--- src/rtl/core/per_second_traffic_statistics_macros.svh ---
// Assertion helpers used by the RTL.
`ifndef PER_SECOND_TRAFFIC_STATISTICS_MACROS_SVH
`define PER_SECOND_TRAFFIC_STATISTICS_MACROS_SVH

// Property that must hold at every edge outside reset.
`define PSTAT_ASSERT(name, prop, msg) \
  name: assert property (@(posedge clk_i) disable iff (!rst_ni) (prop)) else $error(msg);

// Consequent must hold in the cycle after the antecedent.
`define PSTAT_ASSERT_NEXT(name, ante, cons, msg) \
  name: assert property (@(posedge clk_i) disable iff (!rst_ni) (ante) |=> (cons)) \
    else $error(msg);

`endif

--- src/rtl/core/pstat_pkg.sv ---
package pstat_pkg;

  localparam int unsigned RoleSetDepth = 256;
  localparam int unsigned AnySetDepth  = 512;
  localparam int unsigned WindowUs     = 1000000;
  localparam int unsigned UsPerSec     = 1000000;
  localparam int unsigned GapMax       = 999999;

  localparam int unsigned SecW   = 32;
  localparam int unsigned UsecW  = 20;
  localparam int unsigned TsW    = 52;
  localparam int unsigned LenW   = 16;
  localparam int unsigned IpW    = 32;
  localparam int unsigned WinW   = 32;
  localparam int unsigned CntW   = 32;
  localparam int unsigned BytesW = 48;
  localparam int unsigned AvgW   = 24;
  localparam int unsigned GapW   = 20;
  localparam int unsigned DsW    = 9;
  localparam int unsigned DaW    = 10;

  // Shared divider: dividend covers bytes * 256, divisor a 32-bit count.
  localparam int unsigned DivW   = 56;
  localparam int unsigned DsrW   = 32;

  typedef enum logic [3:0] {
    S_IDLE,
    S_TIME,
    S_WIN,
    S_WINW,
    S_AVG,
    S_AVGW,
    S_GAP,
    S_GAPW,
    S_EMIT,
    S_ACC,
    S_SCAN,
    S_INS_A,
    S_INS_B
  } pstat_state_e;

endpackage

--- src/rtl/core/pstat_div.sv ---
module pstat_div import pstat_pkg::*; #(
  parameter int unsigned DIV_W = DivW,
  parameter int unsigned DSR_W = DsrW
) (
  input  logic             clk_i,
  input  logic             rst_ni,
  input  logic             start_i,
  input  logic [DIV_W-1:0] dividend_i,
  input  logic [DSR_W-1:0] divisor_i,
  output logic             done_o,
  output logic [DIV_W-1:0] quotient_o
);

  localparam int unsigned CntBits = $clog2(DIV_W + 1);

  logic [DIV_W-1:0]   quo_q;
  logic [DSR_W-1:0]   rem_q;
  logic [DSR_W-1:0]   dsr_q;
  logic [CntBits-1:0] cnt_q;
  logic               done_q;
  logic [DSR_W:0]     trial;
  logic [DSR_W:0]     diff;
  logic               ge;

  // One quotient bit per cycle, restoring.
  assign trial = {rem_q, quo_q[DIV_W-1]};
  assign ge    = trial >= {1'b0, dsr_q};
  assign diff  = trial - {1'b0, dsr_q};

  always_ff @(posedge clk_i or negedge rst_ni) begin
    if (!rst_ni) begin
      cnt_q  <= '0;
      done_q <= 1'b0;
    end else if (start_i) begin
      cnt_q  <= CntBits'(DIV_W);
      done_q <= 1'b0;
    end else begin
      done_q <= (cnt_q == CntBits'(1));
      if (cnt_q != '0) begin
        cnt_q <= cnt_q - CntBits'(1);
      end
    end
  end

  always_ff @(posedge clk_i) begin
    if (start_i) begin
      quo_q <= dividend_i;
      rem_q <= '0;
      dsr_q <= divisor_i;
    end else if (cnt_q != '0) begin
      quo_q <= {quo_q[DIV_W-2:0], ge};
      rem_q <= ge ? diff[DSR_W-1:0] : trial[DSR_W-1:0];
    end
  end

  assign done_o     = done_q;
  assign quotient_o = quo_q;

endmodule

--- config.mk ---
export PLATFORM = sky130hd
export DESIGN_NAME = pstat_div
export DESIGN_NICKNAME = d
export VERILOG_FILES = /design/src/rtl/core/per_second_traffic_statistics_macros.svh /design/src/rtl/core/pstat_pkg.sv /design/src/rtl/core/pstat_div.sv
export SDC_FILE = /design/constraint.sdc
export NUM_CORES = 1
export LEC_CHECK = 0
export ABC_AREA = 1
export BUFFER_PORTS_ARGS = -buffer_cell sky130_fd_sc_hd__buf_2
export CORE_MARGIN = 1
export CORE_UTILIZATION = 30
export CTS_CLUSTER_SIZE = 30
export DETAILED_ROUTE_END_ITERATION = 8
export MAX_ROUTING_LAYER = met4
export SETUP_SLACK_MARGIN = 0.4
export SYNTH_ARGS = -nofsm -noshare
export SYNTH_HDL_FRONTEND = slang
export SYNTH_SLANG_ARGS = --single-unit
--- constraint.sdc ---
create_clock -name clk_i -period 2.9 [get_ports clk_i]
set_input_delay 0.58 -clock clk_i [delete_from_list [all_inputs] [get_ports clk_i]]
set_output_delay 0.58 -clock clk_i [all_outputs]
set_load 0.02 [all_outputs]
Word level (Yosys, flattened, before mapping)
Cells that the tools add are included.
Word-level totals
  bits of input ports: 91
  register bits: 127
  word-level logic and storage cells: 17
Operators by class
  $add $sub $neg: 2
  muxes and demuxes: 6
  eq/ne operators: 1
  order comparisons: 1
  reductions and logical operators: 2
Operator list (count)
  $mux W56: 2
  $ge A33 B32 Y1: 1
  $mux W32: 1
  $sub A32 B32 Y32: 1
  $mux W6: 2
  $eq A6 B1 Y1 const B: 1
  $reduce_bool A6 Y1: 1
  $sub A6 B1 Y6 const B: 1
  $reduce_bool A2 Y1: 1
  $mux W1: 1

Logic depth before layout (Yosys ltp)
  depth in word-level cells: 3
  mapped depth: 17
  mapped depth without buffers: 16

Least setup slack after synthesis
No wires, ideal clock.
  kind: register to register
  start point: register cnt_q[0]
  end point: register quo_q[0] (netlist: quotient_o[0]) (enable)
  setup time: 443 ps
  slack: -317 ps
  period minus slack after synthesis: 3217 ps
  buffers on the path: 1
  cell stages (with the launch flop): 9
  arrival: 2773 ps
  path through: dfrtp_1 -> inv_1 -> ha_1 -> nand2_1 -> nor2_1 -> inv_1 -> nor2_2 -> inv_1 -> clkbuf_1
On the way
  cells in the longest elaborated chain, start to end: 2
RTL lines
  start, declared: RTL line pstat_div.sv:19  | logic [CntBits-1:0] cnt_q;
  start signal, assigned: RTL line pstat_div.sv:35  | cnt_q <= CntBits'(DIV_W);
  start signal, assigned: RTL line pstat_div.sv:40  | cnt_q <= cnt_q - CntBits'(1);
  $reduce_bool A6 Y1: RTL line pstat_div.sv:50  | end else if (cnt_q != '0) begin
  $reduce_bool A2 Y1 (no source line)
  end signal, assigned: RTL line pstat_div.sv:47  | quo_q <= dividend_i;
  end signal, assigned: RTL line pstat_div.sv:51  | quo_q <= {quo_q[DIV_W-2:0], ge};
  end, declared: RTL line pstat_div.sv:16  | logic [DIV_W-1:0] quo_q;
Every way passes these cells.
A chain may end at the register's enable or synchronous reset.

Final worst setup path
  start point: register dsr_q[17]
  end point: register rem_q[25]
On the way
  cells in the longest elaborated chain, start to end: 2
  elaborated cells between the ends (all ways): 3
  those cells by class: add/sub: 1; order compare: 1; mux: 1
RTL lines
  start, declared: RTL line pstat_div.sv:18  | logic [DSR_W-1:0] dsr_q;
  start signal, assigned: RTL line pstat_div.sv:49  | dsr_q <= divisor_i;
  $sub A32 B32 Y32 or $ge A33 B32 Y1 (tied branches): RTL line pstat_div.sv:28, pstat_div.sv:27
  $mux W32 *: RTL line pstat_div.sv:52  | rem_q <= ge ? diff[DSR_W-1:0] : trial[DSR_W-1:0];
  end signal, assigned: RTL line pstat_div.sv:52
  end, declared: RTL line pstat_div.sv:17  | logic [DSR_W-1:0] rem_q;
Mark *: on every way between the ends. The rest lies on a longest branch, timed or not.

==> results.md <==
- Crit path top cell by count: nand2_2
- Tot GR Track Use: between 10% and 20%
- RSZ-0062 raised after global routing: false
- Dominant cell type by area after synthesis: edfxtp_1
- Die Height: 164 um
- Post-route ant nets: 0
- Most common cell after layout, fill and taps aside: nand2_1
- GPL Wtd Cong: 0.945
- Final Cycle Share: 79.5%
- First-pass GRT wire length: roughly 36000 um
- Critical path class: flop to flop
- Pwr/cell area: between 700 and 800 nW/um^2
- Ys flop type: edfxtp_1
- Slowest cell on the critical path: ha_1
- Critical-path cell list: inv_1 > ha_1 > nand2_2 > nor2_2 > nand2_2 > nor2_2 > nand2_2 > nor2_4 > nor2_4 > nand2_4 > nand3_1 > nand2_1 > nand2_1
- Mapped Area: a little under 8000 um^2
- CORE AREA: about 26000 um^2
- Vias: 7186
- Finished Cell Area: 9610 um^2
- Number of synthesized flops with an enable pin: 88
- Remaining DRCs: 0
- Data required time of the worst path: ~3200 ps
- Share of cells above drive strength 1: 17.5%
- Initial drt markers: between 400 and 500
- CP max stage delay: a little under 400 ps
- Worst Tran Pin Value: 762 ps
- Synth Area per Inst: a little over 7 um^2
- # Max-Cap Violations: 0
- Die area: 27000 um^2
- Starting Density: between 30% and 40%
- First-pass detailed-route iteration total: 5
- Dpl cell area: approximately 9000 um^2
- WP data arrival: approximately 2600 ps
- CP Launch Type: flop
- Port Buf Inserts: between 100 and 150
- Overflow after GRT: 0
- IO Pins: about 150
- Fin nets: ~1400
- Net Count, Synth: roughly 1200
- Vias per cell: between 4 and 5
- Max Slew Vio Count: 0
- Root buf cell: clkbuf_16
- Num CTS Buffers: 17
- Leak: 5.19 nW
- YS warnings: 0
- Synthesized flop and latch total: around 130
- FP Rows: 59
- Final setup violation count: 0
- Seq/Total Area, Yosys: a little over two fifths
- Yosys top cell area share: between 30% and 40%
- Post-Syn Instances: 1095
- FFs w/ async S/R, synth: under 10%
- Most frequent cells in the layout: nand2_1, inv_1, buf_2, edfxtp_1, nand3_1
- Status: completed
- Worst slew margin: approximately half
- FILL cells: 2797
- Total Wirelength: between 20000 and 25000 um
- Worst min-delay path class: primary input to flop
- Die width: 164 um
- HPWL Detailed: 16400 um
- Setup TNS: 0 ps
- Number of antenna violations at the first check in global routing: 2
- Clock latency on the worst-skew pair: 430 ps
- Final hold vios: 0
- Synth top area cells: edfxtp_1, nand2_1, inv_1
- Drt wl/cell: around 14 um
- H-tree depth: 4
- Clock period minus worst slack: ~2300 ps
- Clk slew on worst S/H paths: about 60 ps
- CTS tree: done
- Crit path max fanout: 32
- Skew final: roughly 14 ps
- Clock sink count: 127
- F_max: between 0.4 and 0.5 GHz
- Distinct cells, synth: 38
- Clk buf depth: 2
- CP endpoint kind: flop
- Peak VDD IR: 0.374 mV
- Syn-to-layout area delta: 21.6%
- Vias in the first global route: about 7100
- Largest net degree at the start of global routing: between 60 and 70
area by class of cell:
type | instances | area (um^2) | share of cell area (%)
Antenna cell | 2 | 5.00 | 0.0521
Timing Repair Buffer | 157 | 836 | 8.70
Clock buffer | 17 | 425 | 4.43
Multi-Input combinational cell | 752 | 3600 | 37.4
Clock inverter | 15 | 163 | 1.69
Inverter | 188 | 706 | 7.34
Tap cell | 335 | 419 | 4.36
Sequential cell | 127 | 3460 | 36.0
flip-flops by register name, summed over array words and instances (netlist names):
| name | cells |
|---|---|
| quotient_o | 56 |
| dsr_q | 32 |
| rem_q | 32 |
| cnt_q | 6 |
| done_o | 1 |
what timing repair did:
action	CTS	global route
setup buffers	0	0
endpoints found under the setup margin	0	16
hold buffers	1	0
hold endpoints to repair	7	0
resized for setup	0	2
cells in the mapped netlist, types with 2 or more instances:
master	n
nand3_1	76
o31ai_1	2
inv_1	186
and2_1	2
inv_2	2
dfxtp_1	32
nor4_1	2
o21ai_1	8
nor3_1	3
nor2_2	7
nand2_1	482
nand2_2	13
buf_4	2
o21bai_1	3
nand4_1	11
o21ai_0	7
dfrtp_1	7
xor2_1	2
buf_2	6
a21oi_1	21
buf_1	3
nor2_4	4
nand2_4	2
edfxtp_1	88
nand3b_1	16
buf_6	3
clkbuf_1	14
xnor2_1	13
nor2_1	36
ha_1	34
power breakdown:
group          switching [W]  internal, W  leakage, nW
Clock               0.000963      0.00123        0.291
Sequential          0.000173      0.00223         1.27
Combinational        0.00196      0.00107         3.62
Total                0.00309      0.00453         5.19
path summary, 6_finish.rpt:
kind,start,endpoint,slack [ps],depth (start not counted)
max,dsr_q[17],rem_q[25],590,13
min,divisor_i[9],dsr_q[9],330,1
max reg2reg,dsr_q[17],rem_q[25],590,13
min reg2reg,rem_q[14],rem_q[14],470,2
max in group asynchronous,rst_ni,cnt_q[1],2230,2
min in group asynchronous,rst_ni,done_o,510,2
cell families after synthesis:
group           Yosys count  share of synthesized area (%)
simple gates            656                           35.0
buf+inv                 216                           10.7
flops                   127                           43.8
compound gates           46                           3.21
fa+ha+maj                35                           5.64
xor+xnor                 15                           1.66
worst max-delay path: cells and delay by family (launching register included):
kind | cells | cell delay, ps
simple gates | 11 | 1400
fa+ha+maj | 1 | 390
flops | 1 | 330
buf+inv | 1 | 60
stage by stage:
| stage | std cells | util [%] | total power (W) | worst slack, ps | hold WS (ps) |
|---|---|---|---|---|---|
| after floorplan | 1095 | - | 0.00471 | 623 | 284 |
| after detailed placement | 1558 | 34.6 | 0.00543 | 574 | 424 |
| after CTS | 1591 | 36.9 | 0.00767 | 546 | 310 |
| after global placement | 1558 | 34.6 | 0.00540 | 576 | 429 |
| final | 1593 | 37.0 | 0.00762 | 593 | 325 |
| after global routing | 1593 | 37.0 | 0.00820 | 408 | 302 |
per-layer routing:
layer / wire length (um) / vias up / GRT usage, %
li1: - / 3693 / -
met1: 10100 / 3226 / 21.9
met2: 10200 / 237 / 28.5
met3: 1400 / 30 / 4.62
met4: 420 / 0 / 5.43
met5: 0 / - / -
No activity file was read; power rests on OpenSTA's default activity.
